**src/hw/rtl/itrd_pkg.sv**
```systemverilog
package itrd_pkg;

    // Field widths and defaults
    localparam int VALUE_BITS_DEF = 31;
    localparam int RADIX_W        = 6;
    localparam int CHAR_W         = 7;

    localparam logic [RADIX_W-1:0] RADIX_RESET   = 6'd10;
    localparam logic [RADIX_W-1:0] RADIX_MIN     = 6'd2;
    localparam logic [RADIX_W-1:0] RADIX_MAX     = 6'd36;
    localparam logic [RADIX_W-1:0] DECIMAL_LIMIT = 6'd10;
    localparam logic [CHAR_W-1:0]  LETTER_OFFSET = 7'd55;
    localparam logic [CHAR_W-1:0]  ZERO_CHAR     = 7'd48;

    // Conversion sequencer states
    typedef enum logic [1:0] {
        ST_IDLE,
        ST_DIV,
        ST_READ,
        ST_EMIT
    } state_t;

    // Status of the bit-serial divider towards the sequencer
    typedef struct packed {
        logic               done;
        logic               quot_zero;
        logic [RADIX_W-1:0] remainder;
    } div_status_t;

    // Digit value to ASCII character
    function automatic logic [CHAR_W-1:0] digit_to_ascii(input logic [RADIX_W-1:0] d);
        logic [CHAR_W-1:0] c;
        if (d >= DECIMAL_LIMIT) begin
            c = {1'b0, d} + LETTER_OFFSET;
        end else begin
            c = {1'b0, d} + ZERO_CHAR;
        end
        return c;
    endfunction

endpackage

```
**src/hw/rtl/itrd_divider.sv**
```systemverilog
module itrd_divider #(
    parameter int VALUE_BITS = itrd_pkg::VALUE_BITS_DEF
) (
    input  logic                          aclk,
    input  logic                          aresetn,
    input  logic                          start,
    input  logic [VALUE_BITS-1:0]         dividend,
    input  logic [itrd_pkg::RADIX_W-1:0]  radix,
    output logic [VALUE_BITS-1:0]         quotient,
    output itrd_pkg::div_status_t         status
);
    import itrd_pkg::*;

    localparam int CNT_W = $clog2(VALUE_BITS);
    localparam logic [CNT_W-1:0] LAST_BIT = CNT_W'(VALUE_BITS - 1);

    logic                  busy_reg, busy_next;
    logic                  done_reg, done_next;
    logic [CNT_W-1:0]      cnt_reg, cnt_next;
    logic [VALUE_BITS-1:0] shift_reg, shift_next;
    logic [RADIX_W-1:0]    rem_reg, rem_next;

    logic [RADIX_W:0]      trial;
    logic                  ge;

    // One restoring division step: dividend bits leave at the top, quotient bits enter below
    assign trial = {rem_reg, shift_reg[VALUE_BITS-1]};
    assign ge    = (trial >= {1'b0, radix});

    always_comb begin
        busy_next  = busy_reg;
        done_next  = 1'b0;
        cnt_next   = cnt_reg;
        shift_next = shift_reg;
        rem_next   = rem_reg;
        if (start) begin
            busy_next  = 1'b1;
            cnt_next   = '0;
            shift_next = dividend;
            rem_next   = '0;
        end else if (busy_reg) begin
            shift_next = {shift_reg[VALUE_BITS-2:0], ge};
            rem_next   = ge ? RADIX_W'(trial - {1'b0, radix}) : trial[RADIX_W-1:0];
            cnt_next   = cnt_reg + 1'b1;
            if (cnt_reg == LAST_BIT) begin
                busy_next = 1'b0;
                done_next = 1'b1;
            end
        end
    end

    // Control state
    always_ff @(posedge aclk) begin
        if (!aresetn) begin
            busy_reg <= 1'b0;
            done_reg <= 1'b0;
            cnt_reg  <= '0;
        end else begin
            busy_reg <= busy_next;
            done_reg <= done_next;
            cnt_reg  <= cnt_next;
        end
    end

    // Datapath
    always_ff @(posedge aclk) begin
        shift_reg <= shift_next;
        rem_reg   <= rem_next;
    end

    assign quotient         = shift_reg;
    assign status.done      = done_reg;
    assign status.quot_zero = (shift_reg == '0);
    assign status.remainder = rem_reg;

`ifndef ASSERT_OFF
    a_done_not_busy: assert property (@(posedge aclk) disable iff (!aresetn)
        done_reg |-> !busy_reg)
        else $error("divider done while still busy");
    a_start_busy: assert property (@(posedge aclk) disable iff (!aresetn)
        start |=> busy_reg && !done_reg)
        else $error("divider did not start");
    a_last_done: assert property (@(posedge aclk) disable iff (!aresetn)
        (busy_reg && !start && cnt_reg == LAST_BIT) |=> done_reg)
        else $error("divider missed its final step");
    a_rem_range: assert property (@(posedge aclk) disable iff (!aresetn)
        done_reg |-> rem_reg < radix)
        else $error("remainder not below radix");
`endif

endmodule

```
**src/hw/rtl/integer_to_radix_digits_unit.sv**
```systemverilog
// Sequence: each digit takes one division at one quotient bit a cycle, and its remainder is
// pushed onto the digit stack; each character is popped into rd_data_reg, then loaded into the
// output register once it is free. Throughput: one value at a time; the bit-serial divider
// sets it. The next value is taken while the last character waits.
// Reset: aresetn is synchronous, active low; radix returns to 10, control and output clear.
module integer_to_radix_digits_unit #(
    parameter int VALUE_BITS = itrd_pkg::VALUE_BITS_DEF
) (
    input  logic                                aclk,
    input  logic                                aresetn,
    // radix
    input  logic                                cfg_wr_en,
    input  logic [itrd_pkg::RADIX_W-1:0]        cfg_wr_data,
    // s_tdata: value [VALUE_BITS-1:0], zero padded to whole bytes
    input  logic                                s_tvalid,
    output logic                                s_tready,
    input  logic [((VALUE_BITS+7)/8)*8-1:0]     s_tdata,
    // m_tdata: digit_char [6:0], zero at [7]; m_tlast: last_digit
    output logic                                m_tvalid,
    input  logic                                m_tready,
    output logic [7:0]                          m_tdata,
    output logic                                m_tlast
);
    import itrd_pkg::*;

    localparam int CNT_W = $clog2(VALUE_BITS + 1);
    localparam int ADR_W = $clog2(VALUE_BITS);

    state_t                state_reg, state_next;
    logic [CNT_W-1:0]      count_reg, count_next;
    logic [RADIX_W-1:0]    radix_reg;
    logic [RADIX_W-1:0]    digit_stack [VALUE_BITS];
    logic [RADIX_W-1:0]    rd_data_reg;
    logic                  m_valid_reg, m_valid_next;
    logic [CHAR_W-1:0]     m_char_reg;
    logic                  m_last_reg;

    logic [VALUE_BITS-1:0] value_in;
    logic                  value_zero;
    logic                  div_start;
    logic [VALUE_BITS-1:0] div_dividend;
    logic [VALUE_BITS-1:0] div_quot;
    div_status_t           div_st;
    logic                  push_en;
    logic [RADIX_W-1:0]    push_data;
    logic                  rd_en;
    logic [CNT_W-1:0]      count_dec;
    logic                  out_free;
    logic                  out_load;

    assign value_in   = s_tdata[VALUE_BITS-1:0];
    assign value_zero = (value_in == '0);
    assign count_dec  = count_reg - 1'b1;
    assign out_free   = !m_valid_reg || m_tready;

    itrd_divider #(
        .VALUE_BITS (VALUE_BITS)
    ) u_div (
        .aclk     (aclk),
        .aresetn  (aresetn),
        .start    (div_start),
        .dividend (div_dividend),
        .radix    (radix_reg),
        .quotient (div_quot),
        .status   (div_st)
    );

    // Radix register, clamped to 2..36 on write
    always_ff @(posedge aclk) begin
        if (!aresetn) begin
            radix_reg <= RADIX_RESET;
        end else if (cfg_wr_en) begin
            if (cfg_wr_data < RADIX_MIN) begin
                radix_reg <= RADIX_MIN;
            end else if (cfg_wr_data > RADIX_MAX) begin
                radix_reg <= RADIX_MAX;
            end else begin
                radix_reg <= cfg_wr_data;
            end
        end
    end

    // Next state
    always_comb begin
        state_next = state_reg;
        case (state_reg)
            ST_IDLE: begin
                if (s_tvalid) begin
                    state_next = value_zero ? ST_READ : ST_DIV;
                end
            end
            ST_DIV: begin
                if (div_st.done && div_st.quot_zero) begin
                    state_next = ST_READ;
                end
            end
            ST_READ: begin
                state_next = ST_EMIT;
            end
            ST_EMIT: begin
                if (out_free) begin
                    state_next = (count_reg == '0) ? ST_IDLE : ST_READ;
                end
            end
            default: begin
                state_next = ST_IDLE;
            end
        endcase
    end

    // Sequencer outputs
    always_comb begin
        s_tready     = 1'b0;
        div_start    = 1'b0;
        div_dividend = value_in;
        push_en      = 1'b0;
        push_data    = div_st.remainder;
        rd_en        = 1'b0;
        out_load     = 1'b0;
        count_next   = count_reg;
        case (state_reg)
            ST_IDLE: begin
                s_tready = 1'b1;
                if (s_tvalid) begin
                    count_next = '0;
                    if (value_zero) begin
                        // zero converts to the single digit 0
                        push_en    = 1'b1;
                        push_data  = '0;
                        count_next = CNT_W'(1);
                    end else begin
                        div_start = 1'b1;
                    end
                end
            end
            ST_DIV: begin
                if (div_st.done) begin
                    push_en    = 1'b1;
                    count_next = count_reg + 1'b1;
                    if (!div_st.quot_zero) begin
                        div_start    = 1'b1;
                        div_dividend = div_quot;
                    end
                end
            end
            ST_READ: begin
                rd_en      = 1'b1;
                count_next = count_dec;
            end
            ST_EMIT: begin
                out_load = out_free;
            end
            default: begin
                count_next = '0;
            end
        endcase
    end

    // Output register
    always_comb begin
        m_valid_next = m_valid_reg;
        if (out_load) begin
            m_valid_next = 1'b1;
        end else if (m_tready) begin
            m_valid_next = 1'b0;
        end
    end

    always_ff @(posedge aclk) begin
        if (!aresetn) begin
            state_reg   <= ST_IDLE;
            count_reg   <= '0;
            m_valid_reg <= 1'b0;
        end else begin
            state_reg   <= state_next;
            count_reg   <= count_next;
            m_valid_reg <= m_valid_next;
        end
    end

    always_ff @(posedge aclk) begin
        if (out_load) begin
            m_char_reg <= digit_to_ascii(rd_data_reg);
            m_last_reg <= (count_reg == '0);
        end
    end

    // Digit stack
    always_ff @(posedge aclk) begin
        if (push_en) begin
            digit_stack[count_next == '0 ? '0 : ADR_W'(count_reg)] <= push_data;
        end
    end

    always_ff @(posedge aclk) begin
        if (rd_en) begin
            rd_data_reg <= digit_stack[count_dec[ADR_W-1:0]];
        end
    end

    assign m_tvalid = m_valid_reg;
    assign m_tdata  = {1'b0, m_char_reg};
    assign m_tlast  = m_last_reg;

`ifndef ASSERT_OFF
    a_count_range: assert property (@(posedge aclk) disable iff (!aresetn)
        count_reg <= CNT_W'(VALUE_BITS))
        else $error("digit stack overflow");
    a_radix_range: assert property (@(posedge aclk) disable iff (!aresetn)
        radix_reg >= RADIX_MIN && radix_reg <= RADIX_MAX)
        else $error("radix out of range");
    a_accept_busy: assert property (@(posedge aclk) disable iff (!aresetn)
        (s_tvalid && s_tready) |=> (state_reg == ST_DIV || state_reg == ST_READ))
        else $error("accepted item not started");
    a_last_flag: assert property (@(posedge aclk) disable iff (!aresetn)
        (out_load && count_reg == '0) |=> (m_tvalid && m_tlast && state_reg == ST_IDLE))
        else $error("final character not flagged");
    a_read_nonempty: assert property (@(posedge aclk) disable iff (!aresetn)
        state_reg == ST_READ |-> count_reg != '0)
        else $error("pop from empty stack");
`endif

endmodule
```
**config.mk**
```make
export PLATFORM = sky130hd
export DESIGN_NAME = integer_to_radix_digits_unit
export DESIGN_NICKNAME = d
export VERILOG_FILES = /design/src/hw/rtl/itrd_pkg.sv /design/src/hw/rtl/itrd_divider.sv /design/src/hw/rtl/integer_to_radix_digits_unit.sv
export SDC_FILE = /design/constraint.sdc
export NUM_CORES = 1
export LEC_CHECK = 0
export BUFFER_PORTS_ARGS = -buffer_cell sky130_fd_sc_hd__buf_2
export CELL_PAD_IN_SITES_DETAIL_PLACEMENT = 1
export CELL_PAD_IN_SITES_GLOBAL_PLACEMENT = 2
export CORE_MARGIN = 3
export CORE_UTILIZATION = 40
export CTS_CLUSTER_DIAMETER = 60
export DETAILED_ROUTE_END_ITERATION = 10
export GPL_TIMING_DRIVEN = 0
export PLACE_DENSITY = 0.82
export SYNTH_ARGS = -nofsm -noshare
export SYNTH_HDL_FRONTEND = slang
export SYNTH_HIERARCHICAL = 1
export SYNTH_SLANG_ARGS = --single-unit
```
**constraint.sdc**
```tcl
create_clock -name aclk -period 4.6 [get_ports aclk]
set_input_delay 0.23 -clock aclk [delete_from_list [all_inputs] [get_ports aclk]]
set_output_delay 0.23 -clock aclk [all_outputs]
set_load 0.03 [all_outputs]
```
==> results of run 1 <==
[per-stage QoR]
| stage | area [um^2] | cells | worst slack (ns) | util, % | hold WS, ns |
|---|---|---|---|---|---|
| detailed placement | 12300 | 1167 | 0.0950 | 43.7 | 0.470 |
| global placement | 12300 | 1167 | 0.405 | 43.7 | 0.462 |
| finish | 13400 | 1227 | 0.509 | 47.3 | 0.0350 |
| global route | 13400 | 1227 | 0.344 | 47.3 | 0.0707 |
| floorplan | 11600 | 738 | 1.45 | - | 0.306 |
| CTS | 13300 | 1226 | 0.0841 | 47.3 | 0.0125 |
[power breakdown]
group          leakage, uW  switching, uW  internal [uW]
registers          0.00235           82.2           2860
clock network     0.000444            922           1320
logic              0.00160            709            455
total              0.00439           1710           4630
[cells by family (layout without fill, tap and decap cells)]
kind of cell	after synthesis	count (layout)
XOR/XNOR	15	15
AND/OR/NAND/NOR	177	177
multiplexers	134	134
flip-flops	258	258
other	1	1
adder cells (fa/ha/maj)	16	16
buffers and inverters	63	174
AO/OA/AOI/OAI	74	74
[how the worst min path moves through the flow]
stage,startpoint,to,depth (start not counted)
after floorplan,aresetn,radix_reg[3]$_SDFFE_PN1P_,1
after global placement,radix_reg[4]$_SDFFE_PN0P_,radix_reg[4]$_SDFFE_PN0P_,2
after detailed placement,radix_reg[4]$_SDFFE_PN0P_,radix_reg[4]$_SDFFE_PN0P_,2
after CTS,cfg_wr_data[1],radix_reg[1]$_SDFFE_PN1P_,3
after global routing,cfg_wr_data[1],radix_reg[1]$_SDFFE_PN1P_,3
final,cfg_wr_data[1],radix_reg[1]$_SDFFE_PN1P_,3
[repair_timing]
action                                 CTS  global route
endpoints found under the hold margin    6             0
resized for setup                        0             0
hold buffers                             8             0
[worst reg2reg max path: cells and delay by family (launching register included)]
| kind | cells | cell delay, ns |
|---|---|---|
| buffers and inverters | 5 | 1.94 |
| multiplexers | 3 | 1.26 |
| flip-flops | 1 | 0.33 |
| adder cells (fa/ha/maj) | 1 | 0.31 |
[layer usage]
metal | up-vias | GRT usage [%] | share of wire [%]
met5 | - | 0 | 0
met4 | 0 | 3.50 | 1.6
met3 | 36 | 2.52 | 3.7
met2 | 142 | 30.2 | 49
met1 | 3481 | 24.7 | 45
li1 | 3092 | - | -
[placed cells by master, fill, tap and decap left out, drive strengths merged, types with 3 or more instances in the layout]
| master | netlist | layout |
|---|---|---|
| edfxtp | 231 | 231 |
| buf | 18 | 69 |
| mux2 | 68 | 68 |
| clkbuf | 22 | 57 |
| mux4 | 54 | 54 |
| nor2 | 48 | 48 |
| nand2 | 28 | 28 |
| dfxtp | 27 | 27 |
| inv | 23 | 25 |
| a21oi | 23 | 23 |
| nor3 | 21 | 21 |
| nor4 | 19 | 19 |
| ha | 15 | 15 |
| nand2b | 12 | 12 |
| mux2i | 12 | 12 |
| and2 | 11 | 11 |
| o21ai | 11 | 11 |
| clkinv | 0 | 11 |
| xnor2 | 9 | 9 |
| nand4 | 9 | 9 |
| dlygate4sd3 | 0 | 8 |
| nand3 | 7 | 7 |
| o211ai | 7 | 7 |
| nor2b | 6 | 6 |
| xor2 | 6 | 6 |
| a211oi | 6 | 6 |
| a31oi | 5 | 5 |
| nor3b | 4 | 4 |
| or3b | 3 | 3 |
| a21o | 3 | 3 |
| bufinv | 0 | 3 |
| o31ai | 3 | 3 |
[layout make-up]
class,count,share of cell area (%)
plain buffers,40,1.39
clock buffers,34,5.57
clock inverters,17,1.28
inverters,23,0.646
multi-input cells,417,29.1
flip-flops and latches,258,56.0
well taps,378,3.54
repair buffers,60,2.55
==> run summary, run 1 <==
- outcome: complete, no violations
- number of nets in the finished design: 888
- initial standard-cell utilization of the core: 41.2%
- cell type contributing the most total cell area after synthesis: sky130_fd_sc_hd__edfxtp_1
- number of flip-flops in the largest register: 186
- die width: 176 um
- total iterations of the first detailed-routing run: 4
- instance count of the mapped netlist: 738
- Yosys cell types: 60
- setup repair after global routing missed its margin: false
- Worst R2R Setup Slack: 0.51 ns
- max cap viols: 0
- Synth Area in Adders: 1.79%
- timing-limited maximum frequency: 0.244 GHz
- fraction of registers with async set/reset: 0%
- antenna diode instance count: 0
- deepest level of the CTS H-tree: 1
- number of port buffers: 51
- cell types occupying the most area after synthesis: sky130_fd_sc_hd__edfxtp_1, sky130_fd_sc_hd__mux4_2, sky130_fd_sc_hd__mux2_2
- dominant register cell in the synthesized netlist: sky130_fd_sc_hd__edfxtp_1
- number of top-level design ports: 54
- register area: 7480 um^2
- wire length of the first global-routing pass: 42,600 um
- XOR/XNOR share of the synthesized area: 1.13%
- initial drt markers: 460
- worst clock skew: 0.0103 ns
- type of the worst setup path: reg -> reg
- remaining design rule violation count: 0
- final cycle utilization of the critical path: 88.9%
- Synth Warn #: 6
- startpoint kind of the worst setup timing path: register
- compound-gate portion of the synthesized area: 4.40%
- start of the worst register-to-register path: count_reg[1]$_SDFF_PN0_
- r2r endpoint: rd_data_reg[4]$_DFFE_PP_
- clock edge transition at the registers on the reported setup and hold paths: 0.06 ns
- actual slew at the worst max-slew pin: 1.28 ns
- worst skew pair latency: 0.55 ns
- final max-slew violation count: 0
- area taken by multi-input logic gates: 3880 um^2
- depth of the most critical reg-to-reg path: 9
- root buf cell: sky130_fd_sc_hd__clkbuf_16
- critical path's top delay family: buffers and inverters
- Global Route Usage Sum: 17.8%
- Post-Synth Simple-Gate Area: 7.88%
- number of core rows: 61
- dpl hpwl: 18,800 um
- area of the die: 31,100 um^2
- Fin Setup TNS: 0 ns
- core outline area: 28,200 um^2
- most repeated library cell on the critical path: sky130_fd_sc_hd__clkbuf_1
- Synth top area share: 59.7%
- fill count: 2,836
- chip height: 176 um
- share of layout cells above drive strength 1: 25.9%
- highest cell delay on the worst timing path: 0.57 ns
- DR WL/cell: 22.4 um
- via count of the first global-routing pass: 7,194
- worst path bufs/invs: 5
- crit end category: register
- required time reported for the critical path endpoint: 4.90 ns
- sinks on the clock net: 258
- CTS Buffer Depth: 3
- Seq/Total Area, Yosys: 64.3%
- number of synthesized register bits: 258
- post-synthesis net count: 797
- Final Wtd Congestion: 0.767
- path category of the worst min-delay check: in -> reg
- Final ANT Viol Nets: 0
- count of final hold-check violations: 0
- maximum fanout encountered on the critical timing path: 10
- pin count of the biggest net entering global routing: 32
- clock tree from TritonCTS: done
- leakage power of the design: 0.00439 uW
- initial antenna violation count: 0
- synthesis-to-layout area growth: 15.0%
- wire length after detailed routing: 27,400 um
- Finish-stage setup viols: 0
- minimum clock period: 4.09 ns
- critical path arrival: 4.39 ns
- mean area per synthesized cell: 15.7 um^2
- worst vdd ir: 0.331 mV
- average vias per placed instance: 5.50
- dominant combinational cell family by area after synthesis: multiplexers
- most frequent cell after synthesis: sky130_fd_sc_hd__edfxtp_1
- crit path cell chain: clkbuf_1 -> clkbuf_1 -> inv_1 -> ha_1 -> clkbuf_1 -> clkbuf_1 -> mux4_2 -> mux4_2 -> mux2_2
- post-synthesis mux area share: 18.1%
- worst setup path endpoint: rd_data_reg[4]$_DFFE_PP_
- count of cell instances traversed by the critical path: 9
- Overall Power: 6350 uW
- Max transition margin: 14.7%
- Critical path origin: count_reg[1]$_SDFF_PN0_
- Post-Syn Area: 11,600 um^2
- overflow left after global routing: 0
- cell with the biggest individual delay on the critical path: sky130_fd_sc_hd__clkbuf_1
- pwr/cell area: 475 nW/um^2
- top cells by instance count after synthesis: sky130_fd_sc_hd__edfxtp_1, sky130_fd_sc_hd__mux4_2, sky130_fd_sc_hd__mux2_2
- number of enable-type register cells in the synthesized netlist: 231
- detailed-route via count: 6,751
- total clock buffers created by CTS: 29
- count of buffers added by post-CTS timing repair for setup: 0
No activity file was read; power rests on OpenSTA's default activity.
==> run 2, diff against run 1 <==
==> constraint.sdc (replaced) <==
create_clock -name aclk -period 5 [get_ports aclk]
set_input_delay 0.25 -clock aclk [delete_from_list [all_inputs] [get_ports aclk]]
set_output_delay 0.25 -clock aclk [all_outputs]
set_load 0.05 [all_outputs]
==> run 2 against run 1 <==
Net effect:
- clock-buffer cell count unchanged
- sequential cell count unchanged
- register-to-register slack better by 0.41 ns
- non-clock buffer count down 1
- clock skew about the same
- worst hold slack better by 0.0038 ns
- total power down 7.9%
- sequential power down 8.2%
- final cell count about the same
==> run summary, run 2 (synthesis gave the netlist of run 1 again) <==
- outcome: complete, no violations
- number of nets in the finished design: 887, -0.11%
- Finish-stage setup viols: 0, unchanged
- worst vdd ir: 0.304 mV, -8.1%
- crit end category: register
- max cap viols: 0, unchanged
- sinks on the clock net: 258, unchanged
- via count of the first global-routing pass: 7,191, -0.042%
- crit path cell chain: clkbuf_1 -> clkbuf_1 -> inv_1 -> ha_1 -> clkbuf_1 -> clkbuf_1 -> mux4_2 -> mux4_2 -> mux2_2
- r2r endpoint: rd_data_reg[4]$_DFFE_PP_
- number of top-level design ports: 54, unchanged
- overflow left after global routing: 0, unchanged
- average vias per placed instance: 5.49, -0.27%
- startpoint kind of the worst setup timing path: register
- share of layout cells above drive strength 1: 25.9%, +0.031 points
- Overall Power: 5840 uW, -7.9%
- final cycle utilization of the critical path: 81.6%, -7.3 points
- post-placement cell area: 12,300 um^2, unchanged
- deepest level of the CTS H-tree: 1, unchanged
- chip height: 176 um, unchanged
- cell with the biggest individual delay on the critical path: sky130_fd_sc_hd__clkbuf_1
- initial drt markers: 462, +0.43%
- type of the worst setup path: reg -> reg
- path category of the worst min-delay check: in -> reg
- number of flip-flops in the largest register: 186, unchanged
- setup repair after global routing missed its margin: false
- area of the die: 31,100 um^2, unchanged
- fill count: 2,837, +0.035%
- root buf cell: sky130_fd_sc_hd__clkbuf_16
- Final ANT Viol Nets: 0, unchanged
- commonest non-fill, non-tap cell in the layout: sky130_fd_sc_hd__edfxtp_1
- remaining design rule violation count: 0, unchanged
- clock edge transition at the registers on the reported setup and hold paths: 0.06 ns, about the same
- final max-slew violation count: 0, unchanged
- total of cells resized after clock tree synthesis: 0, unchanged
- minimum clock period: 4.08 ns, -0.0112 ns
- timing-limited maximum frequency: 0.245 GHz, +0.28%
- core outline area: 28,200 um^2, unchanged
- initial antenna violation count: 0, unchanged
- count of final hold-check violations: 0, unchanged
- Max transition margin: 16.0%, +1.3 points
- Critical path origin: count_reg[1]$_SDFF_PN0_
- critical path arrival: 4.38 ns, about the same
- initial standard-cell utilization of the core: 41.2%, unchanged
- total iterations of the first detailed-routing run: 5, +1
- Non-Filler Cell Area, Final: 13,400 um^2, about the same
- total clock buffers created by CTS: 29, unchanged
- most repeated library cell on the critical path: sky130_fd_sc_hd__clkbuf_1
- actual slew at the worst max-slew pin: 1.26 ns, -0.0196 ns
- pwr/cell area: 438 nW/um^2, -7.9%
- synthesis-to-layout area growth: 14.9%, about the same
- highest cell delay on the worst timing path: 0.56 ns, about the same
- Worst R2R Setup Slack: 0.92 ns, +0.41 ns
- detailed-route via count: 6,727, -0.36%
- commonest non-fill, non-tap cells in the layout: sky130_fd_sc_hd__edfxtp_1, sky130_fd_sc_hd__buf_2, sky130_fd_sc_hd__mux4_2, sky130_fd_sc_hd__mux2_2, sky130_fd_sc_hd__nor2_1
- Final Wtd Congestion: 0.767, unchanged
- Global Route Usage Sum: 17.8%, about the same
- required time reported for the critical path endpoint: 5.30 ns, +0.40 ns
- wire length of the first global-routing pass: 42,600 um, about the same
- number of core rows: 61, unchanged
- pin count of the biggest net entering global routing: 32, unchanged
- maximum fanout encountered on the critical timing path: 10, unchanged
- wire length after detailed routing: 27,400 um, -0.14%
- antenna diode instance count: 0, unchanged
- worst skew pair latency: 0.55 ns, about the same
- depth of the most critical reg-to-reg path: 9, unchanged
- die width: 176 um, unchanged
- CTS Buffer Depth: 3, unchanged
- leakage power of the design: 0.00439 uW, about the same
- worst clock skew: 0.0101 ns, -0.000117 ns
- DR WL/cell: 22.4 um, about the same
- start of the worst register-to-register path: count_reg[1]$_SDFF_PN0_
- Fin Setup TNS: 0 ns, unchanged
- number of port buffers: 51, unchanged
- startpoint of the lowest-slack hold path: cfg_wr_data[3]
- clock tree from TritonCTS: done
- worst setup path endpoint: rd_data_reg[4]$_DFFE_PP_
- dpl hpwl: 18,800 um, unchanged
==> run 2: per-stage QoR <==
step                setup WS, ns  hold slack (ns)  util [%]  instances
finish                     0.920           0.0388      47.3       1226
global route               0.744           0.0419      47.3       1226
CTS                        0.484          0.00611      47.2       1225
detailed placement         0.495            0.470      43.7       1167
global placement           0.805            0.462      43.7       1167
floorplan                   1.72            0.326         -        738
==> run 2: critical path, delay by kind of cell, from the launching register on <==
family | cells | cell delay (ns)
adders and majority gates | 1 | 0.31
buffers and inverters | 5 | 1.93
DFF | 1 | 0.33
muxes | 3 | 1.26
==> run 2: layout make-up <==
type / instances / area [um^2] / area share, %
clock inverters: 17 / 171 / 1.28
clock buffers: 34 / 744 / 5.58
well taps: 378 / 473 / 3.54
plain buffers: 40 / 185 / 1.39
repair buffers: 59 / 330 / 2.47
inverters: 23 / 86.3 / 0.647
flip-flops and latches: 258 / 7480 / 56.0
multi-input cells: 417 / 3880 / 29.1
==> run 2: metal layers <==
metal  global-route usage, %  vias up  part of all wire, %
li1                        -     3090                    -
met1                    24.7     3463                   45
met2                    30.2      137                   49
met3                    2.52       37                  3.7
met4                    3.50        0                  1.6
met5                       0        -                    0
==> run 2: worst min path at each step <==
stage                                     end  slack (ns)  cells after the start
floorplan           radix_reg[3]$_SDFFE_PN1P_        0.33                      1
global placement    radix_reg[4]$_SDFFE_PN0P_        0.46                      2
detailed placement  radix_reg[4]$_SDFFE_PN0P_        0.47                      2
CTS                 radix_reg[3]$_SDFFE_PN1P_       0.006                      3
global route        radix_reg[3]$_SDFFE_PN1P_        0.04                      3
finish              radix_reg[3]$_SDFFE_PN1P_        0.04                      3
==> run 2: what timing repair did <==
item,CTS,global route
buffers inserted,0,0
hold buffers,7,0
endpoints found under the hold margin,6,0
==> run 2: power by group <==
part	internal (uW)	switching, uW
sequential	2630	75.6
clock	1220	849
combinational	418	658
total	4260	1580
